$ cat config.mk
export PLATFORM = sky130hd
export DESIGN_NAME = dvaf_ctrl
export DESIGN_NICKNAME = d
export VERILOG_FILES = /design/src/dvaf_pkg.sv /design/src/dvaf_ctrl.sv
export SDC_FILE = /design/constraint.sdc
export NUM_CORES = 1
export LEC_CHECK = 0
export BUFFER_PORTS_ARGS = -buffer_cell sky130_fd_sc_hd__buf_2
export CORE_MARGIN = 10
export CORE_UTILIZATION = 49
export DETAILED_ROUTE_END_ITERATION = 8
export MAX_ROUTING_LAYER = met4
export PLACE_DENSITY = 0.76
export SYNTH_ARGS = -nofsm -noshare
export SYNTH_HDL_FRONTEND = slang
export SYNTH_SLANG_ARGS = --single-unit
$ cat constraint.sdc
create_clock -name clk_i -period 2.2 [get_ports clk_i]
set_input_delay 0.22 -clock clk_i [delete_from_list [all_inputs] [get_ports clk_i]]
set_output_delay 0.22 -clock clk_i [all_outputs]
set_load 0.005 [all_outputs]
$ cat src/dvaf_pkg.sv
// Package for the dual vector angle feature block: sizes, command and status
// types, the multiply schedule and the CORDIC arctangent table.
// No dependencies; the other files of the block import it, all but dvaf_if.
package dvaf_pkg;

  localparam int SAMPLE_BITS = 16;
  localparam int NUM_LABELS  = 8;
  localparam int COUNT_BITS  = 32;
  localparam int LABEL_W     = 4;
  localparam int LIDX_W      = 3;

  localparam int MOP_W   = 33;            // multiplier operand width
  localparam int PROD_W  = 2 * MOP_W;     // product width
  localparam int MUL_OPS = 18;            // products per word
  localparam int DOT_W   = 34;

  localparam int ACC_W  = 34;             // angle accumulator, LSB pi/2^31
  localparam int ANG_W  = 18;             // rounded angle, LSB pi/2^15
  localparam int KW     = 64;             // CORDIC x and y width

  localparam logic signed [ACC_W-1:0] PI_UNITS  = 34'sd2147483648;
  localparam logic signed [ACC_W-1:0] HALF_LSB  = 34'sd32768;

  typedef enum logic [3:0] {
    SRC_AX, SRC_AY, SRC_AZ, SRC_BX, SRC_BY, SRC_BZ, SRC_CX, SRC_CY, SRC_CZ
  } msrc_e;

  typedef enum logic [3:0] {
    DST_SQA, DST_ZA, DST_SQB, DST_ZB, DST_CX, DST_CY, DST_CZ, DST_DOT, DST_C2
  } mdst_e;

  typedef enum logic [1:0] {
    OP_LOAD, OP_ADD, OP_SUB
  } mop_e;

  typedef struct packed {
    msrc_e a;
    msrc_e b;
    mdst_e dst;
    mop_e  op;
  } mplan_t;

  typedef enum logic [3:0] {
    JOB_MAG_A, JOB_MAG_B, JOB_RXY_A, JOB_ELEV_A, JOB_AZIM_A,
    JOB_RXY_B, JOB_ELEV_B, JOB_AZIM_B, JOB_NORM, JOB_C2, JOB_BETW
  } job_e;

  typedef enum logic [2:0] {
    S_IDLE, S_MUL, S_DRAIN, S_LOAD, S_RUN, S_STORE, S_DONE
  } state_e;

  typedef struct packed {
    logic       item_load;
    logic       mul_go;
    logic [4:0] mul_idx;
    logic       job_load;
    logic       job_step;
    logic       job_store;
    job_e       job;
    logic [4:0] step;
    logic       out_load;
  } cmd_t;

  typedef struct packed {
    logic out_busy;
  } stat_t;

  // Multiply schedule: squares, cross product, dot product, then |a x b|^2.
  function automatic mplan_t mul_plan(input logic [4:0] k);
    mplan_t p;
    p = '{a: SRC_AX, b: SRC_AX, dst: DST_SQA, op: OP_LOAD};
    case (k)
      5'd0:  p = '{a: SRC_AX, b: SRC_AX, dst: DST_SQA, op: OP_LOAD};
      5'd1:  p = '{a: SRC_AY, b: SRC_AY, dst: DST_SQA, op: OP_ADD};
      5'd2:  p = '{a: SRC_AZ, b: SRC_AZ, dst: DST_ZA,  op: OP_LOAD};
      5'd3:  p = '{a: SRC_BX, b: SRC_BX, dst: DST_SQB, op: OP_LOAD};
      5'd4:  p = '{a: SRC_BY, b: SRC_BY, dst: DST_SQB, op: OP_ADD};
      5'd5:  p = '{a: SRC_BZ, b: SRC_BZ, dst: DST_ZB,  op: OP_LOAD};
      5'd6:  p = '{a: SRC_AY, b: SRC_BZ, dst: DST_CX,  op: OP_LOAD};
      5'd7:  p = '{a: SRC_AZ, b: SRC_BY, dst: DST_CX,  op: OP_SUB};
      5'd8:  p = '{a: SRC_AZ, b: SRC_BX, dst: DST_CY,  op: OP_LOAD};
      5'd9:  p = '{a: SRC_AX, b: SRC_BZ, dst: DST_CY,  op: OP_SUB};
      5'd10: p = '{a: SRC_AX, b: SRC_BY, dst: DST_CZ,  op: OP_LOAD};
      5'd11: p = '{a: SRC_AY, b: SRC_BX, dst: DST_CZ,  op: OP_SUB};
      5'd12: p = '{a: SRC_AX, b: SRC_BX, dst: DST_DOT, op: OP_LOAD};
      5'd13: p = '{a: SRC_AY, b: SRC_BY, dst: DST_DOT, op: OP_ADD};
      5'd14: p = '{a: SRC_AZ, b: SRC_BZ, dst: DST_DOT, op: OP_ADD};
      5'd15: p = '{a: SRC_CX, b: SRC_CX, dst: DST_C2,  op: OP_LOAD};
      5'd16: p = '{a: SRC_CY, b: SRC_CY, dst: DST_C2,  op: OP_ADD};
      5'd17: p = '{a: SRC_CZ, b: SRC_CZ, dst: DST_C2,  op: OP_ADD};
      default: p = '{a: SRC_AX, b: SRC_AX, dst: DST_SQA, op: OP_LOAD};
    endcase
    return p;
  endfunction

  // Iterations of each job: root bits for square roots, normalisation steps, steps for CORDIC.
  function automatic logic [5:0] job_len(input job_e j);
    logic [5:0] n;
    case (j)
      JOB_MAG_A, JOB_MAG_B, JOB_NORM: n = 6'd16;
      JOB_C2:                         n = 6'd32;
      default:                        n = 6'd24;
    endcase
    return n;
  endfunction

  function automatic logic signed [ACC_W-1:0] atan_lut(input logic [4:0] i);
    logic signed [ACC_W-1:0] v;
    case (i)
      5'd0:  v = 34'sd536870912;
      5'd1:  v = 34'sd316933406;
      5'd2:  v = 34'sd167458907;
      5'd3:  v = 34'sd85004756;
      5'd4:  v = 34'sd42667331;
      5'd5:  v = 34'sd21354465;
      5'd6:  v = 34'sd10679838;
      5'd7:  v = 34'sd5340245;
      5'd8:  v = 34'sd2670163;
      5'd9:  v = 34'sd1335087;
      5'd10: v = 34'sd667544;
      5'd11: v = 34'sd333772;
      5'd12: v = 34'sd166886;
      5'd13: v = 34'sd83443;
      5'd14: v = 34'sd41722;
      5'd15: v = 34'sd20861;
      5'd16: v = 34'sd10430;
      5'd17: v = 34'sd5215;
      5'd18: v = 34'sd2608;
      5'd19: v = 34'sd1304;
      5'd20: v = 34'sd652;
      5'd21: v = 34'sd326;
      5'd22: v = 34'sd163;
      5'd23: v = 34'sd81;
      default: v = '0;
    endcase
    return v;
  endfunction

  function automatic logic [15:0] sat16(input logic signed [ANG_W-1:0] v,
                                        input logic signed [ANG_W-1:0] lo,
                                        input logic signed [ANG_W-1:0] hi);
    logic signed [ANG_W-1:0] r;
    r = (v < lo) ? lo : ((v > hi) ? hi : v);
    return r[15:0];
  endfunction

endpackage

$ cat src/dvaf_ctrl.sv
// Sequencer of the dual vector angle feature block: walks the multiply
// schedule and then each square-root, normalise and CORDIC job. Uses dvaf_pkg.
module dvaf_ctrl import dvaf_pkg::*; (
  input  logic  clk_i,
  input  logic  rst_ni,
  input  logic  in_valid_i,
  output logic  in_ready_o,
  input  stat_t stat_i,
  output cmd_t  cmd_o
);

  state_e     state_q, state_d;
  job_e       job_q, job_d;
  logic [5:0] cnt_q, cnt_d;

  always_ff @(posedge clk_i or negedge rst_ni) begin
    if (!rst_ni) begin
      state_q <= S_IDLE;
      job_q   <= JOB_MAG_A;
      cnt_q   <= '0;
    end else begin
      state_q <= state_d;
      job_q   <= job_d;
      cnt_q   <= cnt_d;
    end
  end

  always_comb begin
    state_d       = state_q;
    job_d         = job_q;
    cnt_d         = cnt_q;
    in_ready_o    = 1'b0;
    cmd_o         = '0;
    cmd_o.job     = job_q;
    cmd_o.mul_idx = cnt_q[4:0];
    cmd_o.step    = cnt_q[4:0];
    case (state_q)
      S_IDLE: begin
        in_ready_o = 1'b1;
        if (in_valid_i) begin
          cmd_o.item_load = 1'b1;
          cnt_d           = '0;
          state_d         = S_MUL;
        end
      end
      S_MUL: begin
        cmd_o.mul_go = 1'b1;
        if (cnt_q == 6'(MUL_OPS - 1)) begin
          state_d = S_DRAIN;
        end else begin
          cnt_d = cnt_q + 6'd1;
        end
      end
      S_DRAIN: begin
        job_d   = JOB_MAG_A;
        state_d = S_LOAD;
      end
      S_LOAD: begin
        cmd_o.job_load = 1'b1;
        cnt_d          = '0;
        state_d        = S_RUN;
      end
      S_RUN: begin
        cmd_o.job_step = 1'b1;
        if (cnt_q == job_len(job_q) - 6'd1) begin
          state_d = S_STORE;
        end else begin
          cnt_d = cnt_q + 6'd1;
        end
      end
      S_STORE: begin
        cmd_o.job_store = 1'b1;
        if (job_q == JOB_BETW) begin
          state_d = S_DONE;
        end else begin
          job_d   = job_e'(job_q + 4'd1);
          state_d = S_LOAD;
        end
      end
      S_DONE: begin
        if (!stat_i.out_busy) begin
          cmd_o.out_load = 1'b1;
          state_d        = S_IDLE;
        end
      end
      default: begin
        state_d = S_IDLE;
      end
    endcase
  end

endmodule

# Word-level counts from Yosys, hierarchy flattened
# Cells that the tools add are included.
# totals
out_inout_bits,21
input_bits,4
ff_bits,13
# classes
n_reduce_logical,8
n_mux,23
eq_ne,19
addsub,3
# ops
operator,n
$mux W6,4
$pmux W6 S4,1
$pmux W3 S7,1
$mux W3,5
$ne A2 B2 Y1 const B,7
$eq A4 B4 Y1 const B,3
$pmux W6 S2,1
$eq A3 B3 Y1 const B,3
$mux W1,9
$pmux W4 S2,1
$reduce_and A4 Y1,2
$add A6 B1 Y6 const B,1
$eq A3 B2 Y1 const B,2
$eq A6 B5 Y1 const B,1
$eq A6 B6 Y1,1
$sub A6 B1 Y6 const B,1
$add A4 B1 Y4 const B,1
$eq A4 B1 Y1 const B,1
$logic_not A4 Y1,1
$mux W4,1
$reduce_bool A4 Y1,1
$eq A3 B1 Y1 const B,1
$logic_not A3 Y1,1
$reduce_or A3 Y1,1
other kinds (2),2

# Longest topological paths before layout
# Gate-level depths: netlist of the first run.
# depth
depth_word,8
depth_mapped,8
ltp_nobuf,7

# Least setup slack after synthesis of the first run
# OpenSTA, ideal clock, no wires.
# synth_timing
kind,register to register
startpoint,reg job_q[1]
endpoint,reg cnt_q[0]
t_required_ns,2.075
arrival_time_ns,1.998
setup_ns,0.125
synth_period_minus_slack_ns,2.123
path_stages_with_launch,9
slack_ns,0.077
cell_sequence,dfrtp_1 inv_1 ha_1 nor3b_1 a311o_1 or4b_1 buf_6 o2bb2ai_4 mux2_2
# synth_between
elab_chain_cells,8
# synth_rtl
element,line,source
from (decl),dvaf_ctrl.sv:13,"job_e job_q, job_d;"
from (signal assigned),dvaf_ctrl.sv:23,job_q <= job_d;
"$eq A4 B1 Y1, or another cell as far along",dvaf_pkg.sv:99,case (j)
$reduce_or A3 Y1,dvaf_pkg.sv:99,
$pmux W6 S2 (*),dvaf_pkg.sv:99,
$mux W6 (*),dvaf_ctrl.sv:37,case (state_q)
$sub A6 B1 Y6 (*),dvaf_ctrl.sv:65,if (cnt_q == job_len(job_q) - 6'd1) begin
$eq A6 B6 Y1 (*),dvaf_ctrl.sv:65,
$ne A2 B2 Y1 (no line) (*),-,
$reduce_and A4 Y1 (no line) (*),-,
to (signal assigned),dvaf_ctrl.sv:24,cnt_q <= cnt_d;
to (decl),dvaf_ctrl.sv:14,"logic [5:0] cnt_q, cnt_d;"
# Every way passes the cells marked *; elsewhere a longest branch is shown, timed or not. The select of a mux whose other input is x is not followed.
# A chain may end at the register's enable or synchronous reset.

# Worst setup path in the final report of the first run
# Ends and elaborated chain as after synthesis.

==> run summary, run 1 <==
Yosys
• post-synthesis adder-cell area fraction: 0.06303
• total nets after synthesis: 155
• flip-flop and latch count after synthesis: 13
• proportion of synthesized chip area in sequential cells: 0.2731
• number of library cell types mapped by synthesis: 49
• Synthesis Warnings: 0
• Avg Synthesized Cell Area: 8.215 sq um
• share of the synthesized area in compound gates (AO/OA/AOI/OAI): 0.2889
• cell area after synthesis: 1191 sq um
• share of synthesized registers carrying an async set or reset: 1.000
• most used flip-flop cell after synthesis: sky130_fd_sc_hd__dfrtp_1
• largest family of logic cells by synthesized area: compound AO/OA/AOI/OAI gates
• number of enable flip-flop cells after synthesis: 0
• xor and xnor fraction of the mapped netlist area: 0
• share of cell area taken by muxes after synthesis: 0.01786
• Syn Inst Count: 145
• area fraction in and, or, nand and nor cells after synthesis: 0.2227

Global routing
• initial antenna violation count: 0
• met1 track demand over resource: 0.1502
• via count of the first global-routing pass: 1105
• global-route total usage across every layer: 0.1256
• grt total ovfl: 0
• most used routing layer in global routing: met2
• global-route wire length before repair: 5.126 mm
• routing usage on met2: 0.1976
• maximum number of pins on one net before global-route repair: 22
• grt met3 use: 0.02568

Clocking
• Clock H-tree levels: 1
• post-CTS setup repair buffer count: 0
• clk buf depth: 2
• clock edge transition at the registers on the reported setup and hold paths: 0.08 ns
• number of CTS-inserted buffers: 3
• clock latency reported for the late side of the worst-skew pair: 0.28 ns
• clock tree from TritonCTS: yes
• root cell of the clock tree: sky130_fd_sc_hd__clkbuf_4
• number of sinks driven by the clock tree: 13

Flow run
• max-cap check violation count: 0

Pwr
• total power divided by cell area: 296.2 nW/um^2
• maximum VDD drop: 0.1986 mV
• static leakage power: 0.6207 nW
• total power: 0.4044 mW

Critical path
• chain of cells forming the critical path: inv_1, ha_2, nor3b_2, a311o_1, or4b_4, o2bb2ai_4, mux2_2
• crit path capture type: flop
• worst flop-to-flop path startpoint: job_q[1]
• worst-path maximum fanout: 7
• delay of the slowest critical-path stage: 0.53 ns
• Setup crit start: job_q[1]
• sort of element at the start of the critical path: flop
• Arrival @ worst endpoint: 2.28 ns
• Crit-path slowest cell: sky130_fd_sc_hd__or4b_4
• CP Class: flop to flop
• WP data required: 2.37 ns

Worst hold path
• hold crit path type: primary input to flop
• startpoint of the tightest hold check path: stat_i

Cells and area
• number of nets in the finished design: 178
• antenna cell count: 0
• final design utilization: 0.6054
• layout cells sized above 1: 0.2814
• synthesis-to-finish area growth: 14.60%

Timing
• post-layout worst setup margin: 0.09293 ns
• Slew Limit Headroom: 0.6882
• final count of hold timing violations: 0
• Max Clock Skew: 0.0007323 ns
• post-route fraction of the period consumed by the critical path: 0.9578
• Final Max Tran Viols: 0
• Fmax: 0.4746 GHz
• Tmin final: 2.107 ns
• setup TNS after final layout: 0 ns
• count of endpoints failing setup in the final report: 0
• slew at the pin with the worst max-slew slack: 0.4642 ns

Drt
• # DRC: 0
• detailed-route wire length per cell: 15.91 um
• final WL: 3.103 mm
• vias per std cell: 5.969
• remaining antenna violation count: 0
• total number of vias: 1164
• number of optimization iterations in the first detailed-route pass: 4
• number of DRC markers in iteration 0: 82

Placement
• final estimated routing congestion in global placement: 0.8884
• total of buffers placed on input and output ports: 24
• worst slack after detailed placement: -0.04981 ns
• final HPWL from detailed placement: 2.420 mm

Floorplan
• DIE WIDTH: 69.31 um
• height of the die: 69.31 um
• Site Rows: 17
• Total Die Area: 4803 sq um
• starting utilization of the core area: 0.5283
• count of pins on the block boundary: 25
• area inside the core boundary: 2255 sq um

Status
• outcome: complete, no violations

## cell type report
class | count | area (sq um)
Inverter | 7 | 26.28
Clock buffer | 4 | 26.28
Fill cell | 214 | 889.6
Sequential cell | 13 | 325.3
Timing Repair Buffer | 39 | 235.2
Multi-Input combinational cell | 104 | 716.9
Tap cell | 28 | 35.03
## cells by family after synthesis
kind of cell	Yosys count
AO/OA/AOI/OAI	46
AND/OR/NAND/NOR	50
multiplexers	2
flip-flops	13
adder cells (fa/ha/maj)	6
buffers and inverters	28
## cell usage in the layout (no fill, tap or decap), drive strengths merged, types with 2 or more instances in the layout
| master | instances |
|---|---|
| o21ai | 8 |
| o31ai | 2 |
| a32o | 2 |
| nor2b | 2 |
| o21bai | 2 |
| buf | 38 |
| o32ai | 2 |
| nand2b | 3 |
| nand3b | 2 |
| nand2 | 5 |
| nor2 | 12 |
| nand3 | 5 |
| ha | 6 |
| a31oi | 5 |
| dfrtp | 13 |
| nor3b | 2 |
| and3 | 3 |
| a21oi | 8 |
| clkbuf | 4 |
| o211ai | 2 |
| nor3 | 9 |
| o311ai | 2 |
| inv | 7 |
| a22o | 2 |
## metal layers
metal | vias up | wire length, um
met2 | 36 | 1473
li1 | 575 | -
met5 | - | 0
met1 | 546 | 1401
met3 | 7 | 167
met4 | 0 | 61
## state kept, by name (all words and copies together), names as in the netlist
register  count
cnt_q         6
job_q         4
state_q       3
## critical path: cells and delay by family, from the launching register on
family	cells	cell delay (ns)
adders and majority gates	1	0.23
and+or+nand+nor	2	0.71
DFF	1	0.40
AOI/OAI and AO/OA	2	0.28
muxes	1	0.27
buffers and inverters	1	0.10
## through the flow
step                area, sq um  instances  hold slack [ns]
floorplan                  1191        145         -0.07559
global placement           1318        190           0.1325
detailed placement         1318        190           0.1265
CTS                        1358        195           0.2683
global route               1365        195           0.2860
finish                     1365        195           0.2660
## synth_stat cells (2+ instances only)
cell type / instances / share of area
sky130_fd_sc_hd__buf_6: 2 / 0.019
sky130_fd_sc_hd__nor3_1: 9 / 0.038
sky130_fd_sc_hd__nor2b_1: 2 / 0.011
sky130_fd_sc_hd__nand3b_1: 2 / 0.013
sky130_fd_sc_hd__nand2b_1: 3 / 0.016
sky130_fd_sc_hd__buf_4: 10 / 0.063
sky130_fd_sc_hd__o21ai_0: 8 / 0.034
sky130_fd_sc_hd__o21bai_1: 2 / 0.013
sky130_fd_sc_hd__ha_1: 6 / 0.063
sky130_fd_sc_hd__a31oi_1: 5 / 0.026
sky130_fd_sc_hd__clkbuf_1: 6 / 0.019
sky130_fd_sc_hd__a22o_1: 2 / 0.015
sky130_fd_sc_hd__o32ai_1: 2 / 0.015
sky130_fd_sc_hd__a21oi_1: 8 / 0.034
sky130_fd_sc_hd__nor2_1: 12 / 0.038
sky130_fd_sc_hd__nor3b_1: 2 / 0.013
sky130_fd_sc_hd__inv_1: 7 / 0.022
sky130_fd_sc_hd__dfrtp_1: 13 / 0.27
sky130_fd_sc_hd__and3_1: 3 / 0.016
sky130_fd_sc_hd__nand2_1: 5 / 0.016
sky130_fd_sc_hd__nand3_1: 5 / 0.021
sky130_fd_sc_hd__a32o_1: 2 / 0.017
sky130_fd_sc_hd__o31ai_1: 2 / 0.013
sky130_fd_sc_hd__o211ai_1: 2 / 0.013
## report_power, final
part / internal [mW] / switching (mW) / total [mW]
logic: 0.00366 / 0.00842 / 0.0121
clock network: 0.0705 / 0.0831 / 0.154
registers: 0.239 / 0 / 0.239
total: 0.313 / 0.0915 / 0.404
## timing repair
| item | CTS | global route |
|---|---|---|
| resized for setup | 1 | 2 |
| setup endpoints to repair | 5 | 6 |
| endpoints found under the hold margin | 13 | 0 |
| hold buffers | 1 | 0 |
## final timing paths
path	end	slack [ns]	cells after the start
max	cnt_q[0]	0.09	7
min	state_q[2]	0.27	3
max reg2reg	cnt_q[0]	0.09	7
min reg2reg	cnt_q[1]	0.66	2
max in group asynchronous	cnt_q[2]	1.60	2
min in group asynchronous	state_q[2]	0.36	2
(Power assumes the default switching activity.)
==> run 2, diff against run 1 <==
==> constraint.sdc (replaced) <==
create_clock -name clk_i -period 1.8 [get_ports clk_i]
set_input_delay 0.18 -clock clk_i [delete_from_list [all_inputs] [get_ports clk_i]]
set_output_delay 0.18 -clock clk_i [all_outputs]
set_load 0.005 [all_outputs]
==> run summary, run 2 (synthesis results as in run 1) <==
Timing
• final count of hold timing violations: 0, unchanged
• post-layout worst setup margin: -0.2404 ns, -0.3333 ns
• slew at the pin with the worst max-slew slack: 0.3444 ns, -0.1198 ns
• RSZ-0062 raised after global routing: yes
• post-route fraction of the period consumed by the critical path: 1.134, +0.1758
• Fmax: 0.4901 GHz, +3.3%
• count of endpoints failing setup in the final report: 7, +7
• Max Clock Skew: 0.002657 ns, +0.001925 ns
• Final Max Tran Viols: 0, unchanged
• Slew Limit Headroom: 0.7704, +0.08224
• setup TNS after final layout: -1.240 ns, -1.240 ns
• Tmin final: 2.040 ns, -0.06670 ns

Cells and area
• number of inserted filler cells in the final layout: 188, -12%
• largest register by flop count: cnt_q
• filler-free cell count of the finished design: 206, +5.6%
• area of the multi-input gates: 770.7 sq um, +7.5%
• synthesis-to-finish area growth: 26.26%
• max FFs per register: 6, unchanged
• leading cell type in the layout, fill and taps excluded: sky130_fd_sc_hd__buf_4
• layout cells sized above 1: 0.3876, +0.1062
• final design utilization: 0.6670, +0.06160
• most frequent cells in the layout: 25 x sky130_fd_sc_hd__buf_4, 24 x sky130_fd_sc_hd__buf_2, 12 x sky130_fd_sc_hd__nor2_1
• number of nets in the finished design: 189, +6.2%
• antenna cell count: 0, unchanged
• Sequential Area: 327.8 sq um, +0.77%
• largest registers: cnt_q: 6 flops, job_q: 4 flops, state_q: 3 flops

Placement
• # placed instances: 198, +4.2%
• total of buffers placed on input and output ports: 24, unchanged
• final HPWL from detailed placement: 2.523 mm, +4.3%
• final estimated routing congestion in global placement: 0.9158, +3.1%
• worst slack after detailed placement: -0.2828 ns, -0.2329 ns

Critical path
• CP Class: flop to flop
• worst-path maximum fanout: 8, +1
• capture instance of the worst register-to-register path: cnt_q[0]
• worst reg-to-reg setup slack: -0.24 ns, -0.33 ns
• Arrival @ worst endpoint: 2.20 ns, -0.08 ns
• WP data required: 1.96 ns, -0.41 ns
• worst flop-to-flop path startpoint: job_q[1]
• worst r2r path cells: 7, unchanged
• crit path capture type: flop
• sort of element at the start of the critical path: flop

Drt
• vias per std cell: 6.034, +1.1%
• final WL: 3.436 mm, +11%
• total number of vias: 1243, +6.8%
• number of DRC markers in iteration 0: 103, +26%
• detailed-route wire length per cell: 16.68 um, +4.8%
• remaining antenna violation count: 0, unchanged
• number of optimization iterations in the first detailed-route pass: 4, unchanged
• # DRC: 0, unchanged

Pwr
• total power divided by cell area: 328.5 nW/um^2, +11%
• maximum VDD drop: 0.2910 mV, +47%
• static leakage power: 0.6808 nW, +9.7%
• total power: 0.4940 mW, +22%

Global routing
• maximum number of pins on one net before global-route repair: 20, -9.1%
• global-route total usage across every layer: 0.1443, +0.01870
• initial antenna violation count: 0, unchanged
• grt total ovfl: 0, unchanged
• global-route wire length before repair: 5.851 mm, +14%
• via count of the first global-routing pass: 1254, +13%

Clocking
• clock edge transition at the registers on the reported setup and hold paths: 0.09 ns, about the same
• number of CTS-inserted buffers: 3, unchanged
• number of sinks driven by the clock tree: 13, unchanged
• Clock H-tree levels: 1, unchanged
• clock latency reported for the late side of the worst-skew pair: 0.27 ns, about the same
• root cell of the clock tree: sky130_fd_sc_hd__clkbuf_4
• clk buf depth: 2, unchanged
• clock tree from TritonCTS: yes

Floorplan
• Site Rows: 17, unchanged
• count of pins on the block boundary: 25, unchanged
• height of the die: 69.31 um, unchanged
• Total Die Area: 4803 sq um, unchanged
• area inside the core boundary: 2255 sq um, unchanged
• starting utilization of the core area: 0.5283, unchanged
• DIE WIDTH: 69.31 um, unchanged

Worst hold path
• hold crit path type: primary input to flop
• Worst Hold End: state_q[2]
• startpoint of the tightest hold check path: stat_i
• worst hold stages: 3, unchanged

Status
• outcome: finished, violations left
• failing checks: negative setup slack

Flow run
• max-cap check violation count: 0, unchanged

run 2: changes by cell type in the layout (fill, tap and decap cells not counted), moves of 2 or more:
| cell | change |
|---|---|
| sky130_fd_sc_hd__ha_4 | +2 |
| sky130_fd_sc_hd__buf_4 | +11 |
| sky130_fd_sc_hd__nor3_1 | -2 |
| sky130_fd_sc_hd__inv_1 | -2 |
| sky130_fd_sc_hd__nor3_2 | +2 |
| sky130_fd_sc_hd__inv_2 | +2 |
| sky130_fd_sc_hd__dfrtp_2 | +2 |
| sky130_fd_sc_hd__dfrtp_1 | -2 |
run 2: area by class of cell:
class                   instances  share of cell area
inverters                       7             0.01747
multi-input cells             104              0.5125
flip-flops and latches         13              0.2180
well taps                      28             0.02329
clock buffers                   4             0.01747
repair buffers                 50              0.2113
run 2: layer usage:
layer	GRT usage	vias to the layer above	wire length, um
met4	0.06430	0	73
met5	-	-	0
met3	0.01854	8	174
met1	0.1625	585	1430
met2	0.2470	50	1758
li1	-	600	-
run 2: stage by stage:
step	hold slack, ns	instance area (sq um)
global route	0.2542	1504
floorplan	-0.1156	1212
detailed placement	0.08865	1399
finish	0.2413	1504
CTS	0.2504	1496
global placement	0.09134	1399
run 2: worst max path at each step:
stage | endpoint | depth (start not counted) | slack (ns) | from
after floorplan | cnt_q[0] | 8 | -0.21 | job_q[1]
after global placement | cnt_q[0] | 8 | -0.20 | job_q[0]
after detailed placement | cnt_q[4] | 8 | -0.28 | job_q[0]
after CTS | cnt_q[0] | 8 | -0.26 | job_q[1]
after global routing | cnt_q[0] | 7 | -0.29 | job_q[1]
final | cnt_q[0] | 7 | -0.24 | job_q[1]
run 2: worst max-delay path, cell delays in order, from the launching register on:
cell and delay [ns]:
sky130_fd_sc_hd__dfrtp_1 0.39, sky130_fd_sc_hd__inv_2 0.11, sky130_fd_sc_hd__ha_4 0.17, sky130_fd_sc_hd__nor3b_2 0.17, sky130_fd_sc_hd__a311o_1 0.12, sky130_fd_sc_hd__or4b_4 0.53
sky130_fd_sc_hd__o2bb2ai_4 0.17, sky130_fd_sc_hd__mux2_2 0.27
run 2: power by group:
group | leakage [nW] | internal (mW) | total (mW) | switching (mW)
combinational | 0.508 | 0.00450 | 0.0146 | 0.0101
clock | 0.0150 | 0.0857 | 0.188 | 0.102
sequential | 0.158 | 0.292 | 0.292 | 0
total | 0.681 | 0.382 | 0.494 | 0.112
run 2: timing repair:
item	4_1_cts	5_1_grt
setup buffers	4	0
pin swaps	4	3
gates resized for setup	6	5
hold endpoints to repair	13	0
setup endpoints to repair	7	10
hold buffers	1	0
